[src/mnre_pkg.sv]
// Shared constants and types for the MIDI note encoder with per-key counting.
`timescale 1ns / 1ps

package mnre_pkg;

    localparam int KEY_COUNT_DEF = 128;
    localparam int KEY_W         = 7;
    localparam int CHAN_W        = 4;
    localparam int VALUE_W       = 8;
    localparam int COUNT_W       = 8;
    localparam int FIFO_DEPTH    = 2;

    localparam logic [1:0] MODE_NOTE_ON  = 2'd0;
    localparam logic [1:0] MODE_NOTE_OFF = 2'd1;
    localparam logic [1:0] MODE_PRESSURE = 2'd2;

    localparam logic [7:0] STATUS_NOTE_OFF = 8'h80;
    localparam logic [7:0] STATUS_NOTE_ON  = 8'h90;
    localparam logic [7:0] STATUS_PRESSURE = 8'hD0;
    localparam logic [7:0] MASK_CHANNEL    = 8'h0F;
    localparam logic [7:0] MASK_DATA       = 8'h7F;

    localparam logic [COUNT_W-1:0] COUNT_MAX = '1;

    typedef struct packed {
        logic [7:0] status;
        logic [6:0] data1;
        logic [6:0] data2;
        logic       two_bytes;
    } msg_t;

endpackage

[src/mnre_front.sv]
// Front end: accepts requests, updates per-key counters and queues messages.
`timescale 1ns / 1ps

module mnre_front
    import mnre_pkg::*;
#(
    parameter int KEY_COUNT = KEY_COUNT_DEF
) (
    input  logic               clk,
    input  logic               rst_n,
    input  logic               cfg_wr_en,
    input  logic [CHAN_W-1:0]  cfg_wr_data,
    input  logic               in_valid,
    output logic               in_ready,
    input  logic [1:0]         mode,
    input  logic [CHAN_W-1:0]  channel,
    input  logic [KEY_W-1:0]   key,
    input  logic [VALUE_W-1:0] value,
    input  logic               fifo_full,
    output logic               push,
    output msg_t               push_msg
);

    localparam int IDX_W = (KEY_COUNT > 1) ? $clog2(KEY_COUNT) : 1;

    typedef enum logic {
        ST_IDLE,
        ST_LOOKUP
    } state_t;

    state_t             st_reg;
    logic [CHAN_W-1:0]  counted_channel_reg;
    logic [1:0]         mode_reg;
    logic [CHAN_W-1:0]  channel_reg;
    logic [KEY_W-1:0]   key_reg;
    logic [VALUE_W-1:0] value_reg;
    logic               counted_reg;
    logic [IDX_W-1:0]   idx_reg;

    logic [COUNT_W-1:0] count_mem [KEY_COUNT];
    logic [KEY_COUNT-1:0] vld_reg;
    logic [COUNT_W-1:0] rd_data_reg;
    logic               rd_vld_reg;

    logic               accept;
    logic [IDX_W-1:0]   in_idx;
    logic               in_counted;
    logic [COUNT_W-1:0] cur_cnt;
    logic [COUNT_W-1:0] wr_cnt;
    logic               wr_en;
    logic [7:0]         chan_byte;

    assign accept     = in_valid && in_ready;
    assign in_ready   = (st_reg == ST_IDLE) && !fifo_full;
    assign in_idx     = key[IDX_W-1:0];
    assign in_counted = (channel == counted_channel_reg)
                        && ({1'b0, key} < (KEY_W + 1)'(KEY_COUNT));
    assign cur_cnt    = rd_vld_reg ? rd_data_reg : '0;
    assign chan_byte  = {4'h0, channel_reg} & MASK_CHANNEL;

    always_ff @(posedge clk or negedge rst_n) begin
        if (!rst_n) begin
            st_reg              <= ST_IDLE;
            counted_channel_reg <= '0;
            mode_reg            <= MODE_NOTE_ON;
            channel_reg         <= '0;
            key_reg             <= '0;
            value_reg           <= '0;
            counted_reg         <= 1'b0;
            idx_reg             <= '0;
        end else begin
            if (cfg_wr_en) begin
                counted_channel_reg <= cfg_wr_data;
            end
            unique case (st_reg)
                ST_IDLE: begin
                    if (accept) begin
                        st_reg      <= ST_LOOKUP;
                        mode_reg    <= mode;
                        channel_reg <= channel;
                        key_reg     <= key;
                        value_reg   <= value;
                        counted_reg <= in_counted;
                        idx_reg     <= in_idx;
                    end
                end
                ST_LOOKUP: begin
                    st_reg <= ST_IDLE;
                end
                default: begin
                    st_reg <= ST_IDLE;
                end
            endcase
        end
    end

    always_ff @(posedge clk) begin
        if (accept) begin
            rd_data_reg <= count_mem[in_idx];
        end
        if (wr_en) begin
            count_mem[idx_reg] <= wr_cnt;
        end
    end

    always_ff @(posedge clk or negedge rst_n) begin
        if (!rst_n) begin
            vld_reg    <= '0;
            rd_vld_reg <= 1'b0;
        end else begin
            if (accept) begin
                rd_vld_reg <= vld_reg[in_idx];
            end
            if (wr_en) begin
                vld_reg[idx_reg] <= 1'b1;
            end
        end
    end

    always_comb begin
        wr_en              = 1'b0;
        wr_cnt             = cur_cnt;
        push               = 1'b0;
        push_msg.status    = STATUS_NOTE_ON | chan_byte;
        push_msg.data1     = key_reg & MASK_DATA[6:0];
        push_msg.data2     = value_reg[6:0];
        push_msg.two_bytes = 1'b0;
        if (st_reg == ST_LOOKUP) begin
            unique case (mode_reg)
                MODE_NOTE_ON: begin
                    push = 1'b1;
                    if (counted_reg && cur_cnt != COUNT_MAX) begin
                        wr_en  = 1'b1;
                        wr_cnt = cur_cnt + 1'b1;
                    end
                end
                MODE_NOTE_OFF: begin
                    push_msg.status = STATUS_NOTE_OFF | chan_byte;
                    if (counted_reg) begin
                        if (cur_cnt != '0) begin
                            wr_en  = 1'b1;
                            wr_cnt = cur_cnt - 1'b1;
                        end
                        push = (cur_cnt == '0) || (cur_cnt == COUNT_W'(1));
                    end else begin
                        push = 1'b1;
                    end
                end
                MODE_PRESSURE: begin
                    push               = 1'b1;
                    push_msg.status    = STATUS_PRESSURE | chan_byte;
                    push_msg.data1     = value_reg[6:0];
                    push_msg.two_bytes = 1'b1;
                end
                default: begin
                    push = 1'b0;
                end
            endcase
        end
    end

    a_lookup_follows_accept: assert property (@(posedge clk) disable iff (!rst_n)
        st_reg == ST_LOOKUP |-> $past(in_valid && in_ready))
        else $error("lookup without accepted word");

    a_push_has_room: assert property (@(posedge clk) disable iff (!rst_n)
        push |-> !fifo_full)
        else $error("push into full queue");

endmodule

[src/mnre_fifo.sv]
// Short message queue between the front and back ends.
`timescale 1ns / 1ps

module mnre_fifo
    import mnre_pkg::*;
(
    input  logic clk,
    input  logic rst_n,
    input  logic push,
    input  msg_t push_msg,
    input  logic pop,
    output msg_t pop_msg,
    output logic empty,
    output logic full
);

    localparam int PTR_W = (FIFO_DEPTH > 1) ? $clog2(FIFO_DEPTH) : 1;
    localparam int CNT_W = $clog2(FIFO_DEPTH + 1);

    msg_t             entry_reg [FIFO_DEPTH];
    logic [PTR_W-1:0] wr_ptr_reg;
    logic [PTR_W-1:0] rd_ptr_reg;
    logic [CNT_W-1:0] count_reg;
    logic [PTR_W-1:0] wr_ptr_next;
    logic [PTR_W-1:0] rd_ptr_next;
    logic [CNT_W-1:0] count_next;

    assign empty   = (count_reg == '0);
    assign full    = (count_reg == CNT_W'(FIFO_DEPTH));
    assign pop_msg = entry_reg[rd_ptr_reg];

    always_comb begin
        wr_ptr_next = wr_ptr_reg;
        rd_ptr_next = rd_ptr_reg;
        count_next  = count_reg;
        if (push) begin
            wr_ptr_next = (wr_ptr_reg == PTR_W'(FIFO_DEPTH - 1)) ? '0 : wr_ptr_reg + 1'b1;
        end
        if (pop) begin
            rd_ptr_next = (rd_ptr_reg == PTR_W'(FIFO_DEPTH - 1)) ? '0 : rd_ptr_reg + 1'b1;
        end
        if (push && !pop) begin
            count_next = count_reg + 1'b1;
        end else if (pop && !push) begin
            count_next = count_reg - 1'b1;
        end
    end

    always_ff @(posedge clk or negedge rst_n) begin
        if (!rst_n) begin
            wr_ptr_reg <= '0;
            rd_ptr_reg <= '0;
            count_reg  <= '0;
        end else begin
            wr_ptr_reg <= wr_ptr_next;
            rd_ptr_reg <= rd_ptr_next;
            count_reg  <= count_next;
        end
    end

    always_ff @(posedge clk) begin
        if (push) begin
            entry_reg[wr_ptr_reg] <= push_msg;
        end
    end

    a_count_bound: assert property (@(posedge clk) disable iff (!rst_n)
        count_reg <= CNT_W'(FIFO_DEPTH))
        else $error("queue count overflow");

    a_pop_nonempty: assert property (@(posedge clk) disable iff (!rst_n)
        pop |-> count_reg != '0)
        else $error("pop from empty queue");

endmodule

[src/mnre_back.sv]
// Back end: serializes queued messages into output bytes.
`timescale 1ns / 1ps

module mnre_back
    import mnre_pkg::*;
(
    input  logic       clk,
    input  logic       rst_n,
    input  logic       fifo_empty,
    input  msg_t       fifo_msg,
    output logic       pop,
    output logic       out_valid,
    input  logic       out_ready,
    output logic [7:0] midi_byte,
    output logic       last
);

    msg_t       msg_reg;
    logic       busy_reg;
    logic [1:0] pos_reg;
    logic       done;

    assign out_valid = busy_reg;
    assign last      = (pos_reg == 2'd2) || (pos_reg == 2'd1 && msg_reg.two_bytes);
    assign done      = out_ready && last;
    assign pop       = !fifo_empty && (!busy_reg || done);

    always_comb begin
        case (pos_reg)
            2'd0:    midi_byte = msg_reg.status;
            2'd1:    midi_byte = {1'b0, msg_reg.data1};
            default: midi_byte = {1'b0, msg_reg.data2};
        endcase
    end

    always_ff @(posedge clk or negedge rst_n) begin
        if (!rst_n) begin
            busy_reg <= 1'b0;
            pos_reg  <= '0;
        end else if (pop) begin
            busy_reg <= 1'b1;
            pos_reg  <= '0;
        end else if (busy_reg && out_ready) begin
            if (last) begin
                busy_reg <= 1'b0;
                pos_reg  <= '0;
            end else begin
                pos_reg <= pos_reg + 1'b1;
            end
        end
    end

    always_ff @(posedge clk) begin
        if (pop) begin
            msg_reg <= fifo_msg;
        end
    end

    a_pos_range: assert property (@(posedge clk) disable iff (!rst_n)
        busy_reg |-> pos_reg != 2'd3)
        else $error("byte position out of range");

endmodule

[src/midi_note_refcount_encoder.sv]
// Top level: MIDI channel message encoder with per-key note counting.
// Path of a request word: front (counter lookup), queue, back (byte serializer).
// Flow: the front takes no request while in its lookup (counter read, then write-back);
// bytes leave one a cycle while out_ready is high; a full queue also blocks requests.
// Reset: counters read as zero through per-key valid bits cleared at once; no sweep.
// Reset also sets the counted channel to 0 and empties the message queue.
`timescale 1ns / 1ps

module midi_note_refcount_encoder
    import mnre_pkg::*;
#(
    parameter int KEY_COUNT = KEY_COUNT_DEF
) (
    input  logic               clk,
    input  logic               rst_n,
    input  logic               cfg_wr_en,
    input  logic [CHAN_W-1:0]  cfg_wr_data,
    input  logic               in_valid,
    output logic               in_ready,
    input  logic [1:0]         mode,
    input  logic [CHAN_W-1:0]  channel,
    input  logic [KEY_W-1:0]   key,
    input  logic [VALUE_W-1:0] value,
    output logic               out_valid,
    input  logic               out_ready,
    output logic [7:0]         midi_byte,
    output logic               last
);

    logic fifo_push;
    logic fifo_pop;
    logic fifo_empty;
    logic fifo_full;
    msg_t push_msg;
    msg_t pop_msg;

    mnre_front #(
        .KEY_COUNT (KEY_COUNT)
    ) u_front (
        .clk         (clk),
        .rst_n       (rst_n),
        .cfg_wr_en   (cfg_wr_en),
        .cfg_wr_data (cfg_wr_data),
        .in_valid    (in_valid),
        .in_ready    (in_ready),
        .mode        (mode),
        .channel     (channel),
        .key         (key),
        .value       (value),
        .fifo_full   (fifo_full),
        .push        (fifo_push),
        .push_msg    (push_msg)
    );

    mnre_fifo u_fifo (
        .clk      (clk),
        .rst_n    (rst_n),
        .push     (fifo_push),
        .push_msg (push_msg),
        .pop      (fifo_pop),
        .pop_msg  (pop_msg),
        .empty    (fifo_empty),
        .full     (fifo_full)
    );

    mnre_back u_back (
        .clk        (clk),
        .rst_n      (rst_n),
        .fifo_empty (fifo_empty),
        .fifo_msg   (pop_msg),
        .pop        (fifo_pop),
        .out_valid  (out_valid),
        .out_ready  (out_ready),
        .midi_byte  (midi_byte),
        .last       (last)
    );

endmodule

[config.mk]
export PLATFORM = sky130hd
export DESIGN_NAME = midi_note_refcount_encoder
export DESIGN_NICKNAME = d
export VERILOG_FILES = /design/src/mnre_pkg.sv /design/src/mnre_front.sv /design/src/mnre_fifo.sv /design/src/mnre_back.sv /design/src/midi_note_refcount_encoder.sv
export SDC_FILE = /design/constraint.sdc
export NUM_CORES = 1
export LEC_CHECK = 0
export BUFFER_PORTS_ARGS = -buffer_cell sky130_fd_sc_hd__buf_2
export CORE_MARGIN = 2
export CORE_UTILIZATION = 45
export DETAILED_ROUTE_END_ITERATION = 8
export GPL_TIMING_DRIVEN = 0
export SLEW_MARGIN = 10
export SYNTH_ARGS = -nofsm -noshare
export SYNTH_HDL_FRONTEND = slang
export SYNTH_SLANG_ARGS = --single-unit
export TNS_END_PERCENT = 100
[constraint.sdc]
create_clock -name clk -period 8.42 [get_ports clk]
set_input_delay 0.842 -clock clk [delete_from_list [all_inputs] [get_ports clk]]
set_output_delay 0.842 -clock clk [all_outputs]
set_load 0.02 [all_outputs]
# Word level (Yosys, flattened, before mapping)

Memories as Yosys holds them, arrays and structs flattened. A register that Yosys moved wholly into a read port is not among the register bits.
Cells that the tools add are included.

Add/sub/neg operators: 7
Multipliers: 0
Divide/modulo/power cells: 0
$lt $le $gt $ge: 3
Equal/unequal tests: 8
Shifts and indexed selects: 0
Mux-type cells: 40
Bitwise logic cells: 2
Reduce and logical (&&, ||, !) cells: 29

Operators by type and width:

| kind                                                                                | count |
|---|---|
| 128-bit bitwise OR                                                                  | 1 |
| 8-bit two-way mux                                                                   | 5 |
| 8-bit case mux with 2 select lines                                                  | 2 |
| 1-bit two-way mux                                                                   | 20 |
| 7-bit by 8-bit < comparator with 1-bit output, second input constant                | 2 |
| 15-bit two-way mux                                                                  | 1 |
| 7-bit case mux with 2 select lines                                                  | 1 |
| 1-bit logical AND                                                                   | 10 |
| 2-bit two-way mux                                                                   | 5 |
| 8-bit by 1-bit adder with 8-bit output, second input constant                       | 1 |
| 8-bit by 1-bit == test with 1-bit output, second input constant                     | 1 |
| 8-bit logical NOT                                                                   | 1 |
| 8-bit inequality test, second input constant                                        | 1 |
| 8-bit nonzero test                                                                  | 1 |
| 8-bit by 1-bit subtractor with 8-bit output, second input constant                  | 1 |
| 1-bit binary-select mux with 7-bit select                                           | 1 |
| 1-bit demux with 7-bit select                                                       | 1 |
| 7-bit by 1-bit greater-or-equal comparator with 1-bit output, second input constant | 1 |
| 7-bit two-way mux                                                                   | 1 |
| 2-bit == test, second input constant                                                | 3 |
| 2-bit logical NOT                                                                   | 3 |
| 1-bit case mux with 2 select lines                                                  | 3 |
| 2-bit nonzero test                                                                  | 3 |
| 1-bit logical NOT                                                                   | 5 |
| 9 further kinds                                                                     | 15 |

Register bits after elaboration: 162
Bits in latches: 0
Memory bits (writable): 1070
ROM bits: 0
Bits of input ports: 30
Output and inout port bits: 11
Word-level logic and storage cells: 105
Memories kept: 2

Memory list:

| memory            | depth | width | read ports | clocked after memory_dff | write ports | line             | RTL |
|---|---|---|---|---|---|---|---|
| u_front.count_mem | 128   | 8     | 1          | 1                        | 1           | mnre_front.sv:40 | `logic [COUNT_W-1:0] count_mem [KEY_COUNT];` |
| u_fifo.entry_reg  | 2     | 23    | 1          | 1                        | 1           | mnre_fifo.sv:20  | `msg_t entry_reg [FIFO_DEPTH];` |

# Logic depth before layout (Yosys ltp)

Word-level depth: 10
Gate-level depth with buffers: 11
Mapped depth without buffers: 10

# Modules after synthesis

A second synthesis with hierarchy kept.

Cell total of the unflattened synthesis: 2420
Area, all modules: 50028.0 um^2

By module, submodules not included:

| module     | instances | cells each | area each (um^2) | seq. area each (um^2) |
|---|---|---|---|---|
| mnre_front | 1         | 2261       | 47028.9          | 34868.4 |
| mnre_fifo  | 1         | 88         | 1949.4           | 1481.4 |
| mnre_back  | 1         | 71         | 1049.8           | 765.7 |

# Worst setup path after synthesis

Ideal clock, no wire load.

Path type: reg2reg
Start: reg u_front.rd_vld_reg
End: mem u_front.count_mem[0][7], data pin
Setup time: 1242 ps
Data arrival time: 6675 ps
Required time: 7178 ps
Slack: 503 ps
Stages on the path, launching flop included: 8
Path buffers: 1
Period minus slack after synthesis: 7917 ps
Path through: dfrtp_1 clkbuf_1 nand2_1 ha_1 nand2_1 nor2b_1 a21o_1 o32ai_1

Longest elaborated chain between the ends: 6
Elaborated cells on any way between the ends: 11
Classes of those cells: add/sub (2); eq/ne (1); mux (6); reduce/logical (2)

RTL lines:

| what                                                                | line                                 | RTL |
|---|---|---|
| start: declaration                                                  | mnre_front.sv:43                     | `logic rd_vld_reg;` |
| start signal: assignment                                            | mnre_front.sv:112                    | `rd_vld_reg <= vld_reg[in_idx];` |
| 8-bit two-way mux *                                                 | mnre_front.sv:58                     | `assign cur_cnt = rd_vld_reg ? rd_data_reg : '0;` |
| 8-bit by 1-bit subtractor with 8-bit output (tied with other cells) | mnre_front.sv:142                    | `wr_cnt = cur_cnt - 1'b1;` |
| 8-bit two-way mux or 1-bit logical AND (tied branches)              | mnre_front.sv:140, mnre_front.sv:132 |  |
| 8-bit two-way mux (on tied branches)                                | mnre_front.sv:139, mnre_front.sv:132 |  |
| 8-bit case mux with 2 select lines                                  | mnre_front.sv:129                    | `unique case (mode_reg)` |
| 8-bit two-way mux *                                                 | mnre_front.sv:128                    | `if (st_reg == ST_LOOKUP) begin` |
| named net u_front.wr_cnt[7]                                         | mnre_front.sv:49                     | `logic [COUNT_W-1:0] wr_cnt;` |
| end: declaration                                                    | mnre_front.sv:40                     |  |

The timed path passes the listed nets; every way through them passes the cells marked *.

==> run summary <==
The number of vias per cell works out to 6.03. Summed over all nets, wire length on met3 after detailed routing comes to 9410 um. Measured along the x axis, the die boundary spans 335 um.

Worst path buffer plus inverter count: 3. The endpoint identified for the worst register-to-register timing path is u_front.count_mem[37][3]. The average wire per cell in the routed design works out to 30.2 um. Post-synthesis cell count: 2383.

Data on the critical path is required at its endpoint by 8.87 ns. The cell at the root of the clock tree is sky130_fd_sc_hd__clkbuf_16. The tools report the register area share after synthesis as 74.6%. Setup violations remaining at the end of the flow were counted as 0.

Once the floorplan was initialized, standard cells occupied 45.4% of the core. The number of antenna cells inserted is 0. The share of synthesized area in the top cell type comes to 66.4%. The flow ran to the end, and the final reports show no timing, DRC or antenna violations.

Detailed placement ended at an HPWL of 85300 um. The final route contains 24800 vias. The run gives 4105 as the post-route non-filler standard cell count.

The quantity of hold-fixing buffers added after cts came out at 0. Counting distinct cell types in the post-synthesis netlist gives 58. Counting along the longest clock path gives a buffer depth of 3.

The mean area per synthesized cell was 20.7 um^2. The most used flip-flop cell after synthesis is sky130_fd_sc_hd__edfxtp_1. The top fanout value on the critical path works out to 10. For this run, the number of Yosys warnings is 0. Headroom to the max-slew limit came out at 11.9%.

The final critical-path required period was 4.43 ns; the clock-pin slew on the worst setup and hold paths was 0.06 ns. Summed over all layers, the global routing overflow is 0. STA classifies the critical path endpoint as a register.

The worst register-to-register path begins at u_front.rd_vld_reg. The maximum number of pins on one net before global-route repair came out at 104. The worst setup path category was input port to register.

The critical path goes through clkbuf_1 -> clkbuf_1 -> clkbuf_1 -> mux4_2 -> mux4_2 -> mux4_2 -> mux2_2. The number of enable flip-flop cells after synthesis came out at 1092. The tightest min-delay check is of the input port to asynchronous set/reset pin type.

Power spread over the standard cell area amounts to 290 nW/um^2. Global routing used 22.5% of the available tracks. Of all flip-flops after synthesis, the portion carrying an async set or reset was 12.9%. The number of flip-flops in the largest register was 1024; the relative area change from synthesis to final layout was 14.1%.

The slack of the worst reg-to-reg path is 4.22 ns, and the maximum cell stage delay along the critical path is 0.84 ns. Summed over all nets, wire length on met2 after detailed routing comes to 60300 um. Summed over all cells, the static leakage comes to 18.7 nW. The remaining routing DRC violations is 0, and the vertical extent of the die is 335 um. The wire length the detailed router placed on met1 is 51300 um. TritonCTS built the clock tree.

The die covers 112000 um^2. Setup repair after global routing left no endpoint under its margin. The mapped netlist covers 49400 um^2. The quantity of I/O buffers inserted on ports is 33, and the number of synthesized register bits is 1254. STA classifies the critical path startpoint as an input port. For this run, the detailed router's first-pass iteration total came to 6. The detail route stage leaves a number of antenna-violating nets equal to 0. The I/O pin count is 41, and the clock sink count is 1254.

For the pin with the worst max-slew slack, the measured transition is 1.32 ns. By count the netlist is led by sky130_fd_sc_hd__edfxtp_1 (1092), sky130_fd_sc_hd__mux4_2 (367), sky130_fd_sc_hd__dfrtp_1 (162). The summed negative setup slack over all endpoints came out at 0 ns. The run gives 4 as the deepest level of the CTS H-tree. The logs give 0 for the number of slew-limit violations in the final report and 180000 um for the wire length of the first global-routing pass.

The biggest area contributor in the post-synthesis netlist is sky130_fd_sc_hd__edfxtp_1. The final estimated routing congestion in global placement is 0.861, and the number of filler instances in the final layout is 8367. The number of placement rows is 121, and the maximum vdd ir drop is 203 uV. TritonCTS created 132 clock buffers. The total core area was 109000 um^2; the clock tree skew after final layout was 0.0329 ns. The number of maximum-capacitance constraint violations was 0. Measured in cells, the most critical reg-to-reg path has a length of 9. The via count of the first global-routing pass was 25400.

In this run, post-CTS repair resized a total of 0 instances. In this run, the number of DRC markers left after iteration 0 of detailed routing was 2859. Yosys attributes the largest share of cell area to sky130_fd_sc_hd__edfxtp_1 (66%), sky130_fd_sc_hd__mux4_2 (17%), sky130_fd_sc_hd__dfrtp_1 (8.2%). In the final layout, the share of cells above drive strength 1 is 26.9%. The library cell with the highest instance count after synthesis is sky130_fd_sc_hd__edfxtp_1. For the number of buffers added for setup after CTS, the log shows 0. The logs give 2419 for the post-synthesis net count and 3866 for the number of instances in the placed design.

The standard cell with the maximum stage delay on the critical path was sky130_fd_sc_hd__clkbuf_1. Of the available clock period, the critical path in the final layout requires 52.7%. The net count of the finished layout is 2622. The highest metal layer carrying signal wires in the routed design is met4. Number of hold-slack violations in the final timing report: 0. Data arrives at the worst endpoint at 4.89 ns. Maximum operating frequency: 225 MHz. The number of antenna violations at the first check in global routing is 7, and the overall routed net length is 124000 um.

Broken down by cell family, the worst path's largest delay share belongs to buffers and inverters. The latest clock arrival within the worst-skew pair was 0.72 ns.
==> worst max path at each step <==
| stage | startpoint | to | slack [ns] | depth (start not counted) |
|---|---|---|---|---|
| final | key[2] | u_front.rd_data_reg[4] | 3.99 | 7 |
| after global routing | u_front.rd_vld_reg | u_front.count_mem[0][2] | 3.83 | 9 |
| after CTS | key[2] | u_front.rd_data_reg[4] | 3.99 | 7 |
| after detailed placement | key[2] | u_front.rd_data_reg[3] | 3.23 | 7 |
| after global placement | u_front.rd_vld_reg | u_front.count_mem[14][7] | -5.95 | 7 |
| after floorplan | u_front.rd_vld_reg | u_front.count_mem[0][7] | 0.50 | 7 |
==> final cells by class <==
cell class	instances	area [um^2]	area share, %
inverters	17	63.8	0.113
multi-input cells	959	11900	21.2
well taps	1414	1770	3.14
repair buffers	69	905	1.60
plain buffers	153	663	1.18
clock buffers	167	3600	6.39
flip-flops and latches	1254	36800	65.4
clock inverters	72	599	1.06
==> power by group <==
part,switching [mW],total (mW),internal [mW]
clock,2.40,5.65,3.25
sequential,0.111,7.86,7.75
combinational,1.98,2.81,0.829
==> stage by stage <==
| stage | power (mW) | hold slack (ns) | utilization [%] | setup WS, ns | cell area, um^2 |
|---|---|---|---|---|---|
| 3_5_place_dp | 10.8 | 0.456 | 47.9 | 3.23 | 52200 |
| 2_1_floorplan | 9.43 | 0.438 | - | 0.503 | 49400 |
| 3_3_place_gp | 10.6 | 0.453 | 47.1 | -5.95 | 51300 |
| 6_report | 16.3 | 0.0630 | 51.8 | 3.99 | 56400 |
| 5_1_grt | 16.9 | 0.0688 | 51.8 | 3.83 | 56400 |
| 4_1_cts | 16.4 | 0.0357 | 51.8 | 3.99 | 56400 |
==> cell families (layout without fill, tap and decap cells) <==
group / after synthesis / in the layout / synth area share, %
buffers and inverters: 170 / 478 / 1.47
XOR/XNOR: 10 / 10 / 0.177
adder cells (fa/ha/maj): 6 / 6 / 0.152
flip-flops: 1254 / 1254 / 74.6
AND/OR/NAND/NOR: 330 / 330 / 2.85
multiplexers: 417 / 417 / 17.8
AO/OA/AOI/OAI: 196 / 196 / 2.91
==> routing by layer <==
metal	vias to the layer above	track usage, %
met2	1024	36.0
li1	10200	-
met3	188	4.51
met5	-	0
met1	13400	31.7
met4	0	5.91
==> worst register-to-register path: stages, from the launching register on <==
cell and delay (ns):
sky130_fd_sc_hd__dfrtp_1 0.31, sky130_fd_sc_hd__clkbuf_1 0.32, sky130_fd_sc_hd__nand2_1 0.23, sky130_fd_sc_hd__ha_1 0.33, sky130_fd_sc_hd__a31oi_1 0.30, sky130_fd_sc_hd__a22o_1 0.42, sky130_fd_sc_hd__clkbuf_1 0.37, sky130_fd_sc_hd__nand3_1 0.36
sky130_fd_sc_hd__buf_2 0.38, sky130_fd_sc_hd__nor2_1 0.78
==> cells in the final DEF (no fill, tap or decap), types with 5 or more instances in the layout <==
cell	instances
sky130_fd_sc_hd__clkbuf_1	116
sky130_fd_sc_hd__clkinv_2	27
sky130_fd_sc_hd__mux4_2	367
sky130_fd_sc_hd__xnor2_1	5
sky130_fd_sc_hd__nand2b_1	7
sky130_fd_sc_hd__nand4_1	5
sky130_fd_sc_hd__clkbuf_16	137
sky130_fd_sc_hd__nand3_1	23
sky130_fd_sc_hd__mux2_2	35
sky130_fd_sc_hd__bufinv_16	7
sky130_fd_sc_hd__nor2_1	149
sky130_fd_sc_hd__a21oi_1	7
sky130_fd_sc_hd__o21ai_0	10
sky130_fd_sc_hd__inv_1	15
sky130_fd_sc_hd__dfrtp_1	162
sky130_fd_sc_hd__ha_1	6
sky130_fd_sc_hd__a22oi_1	8
sky130_fd_sc_hd__o21bai_1	128
sky130_fd_sc_hd__buf_6	8
sky130_fd_sc_hd__buf_16	13
sky130_fd_sc_hd__buf_2	72
sky130_fd_sc_hd__nand3b_1	6
sky130_fd_sc_hd__edfxtp_1	1092
sky130_fd_sc_hd__buf_12	9
sky130_fd_sc_hd__buf_1	13
sky130_fd_sc_hd__clkbuf_8	6
sky130_fd_sc_hd__nor2b_1	5
sky130_fd_sc_hd__clkinv_1	25
sky130_fd_sc_hd__a31oi_1	5
sky130_fd_sc_hd__nand2_1	112
sky130_fd_sc_hd__mux2i_1	15
sky130_fd_sc_hd__buf_8	10
No activity file was read; power rests on OpenSTA's default activity.
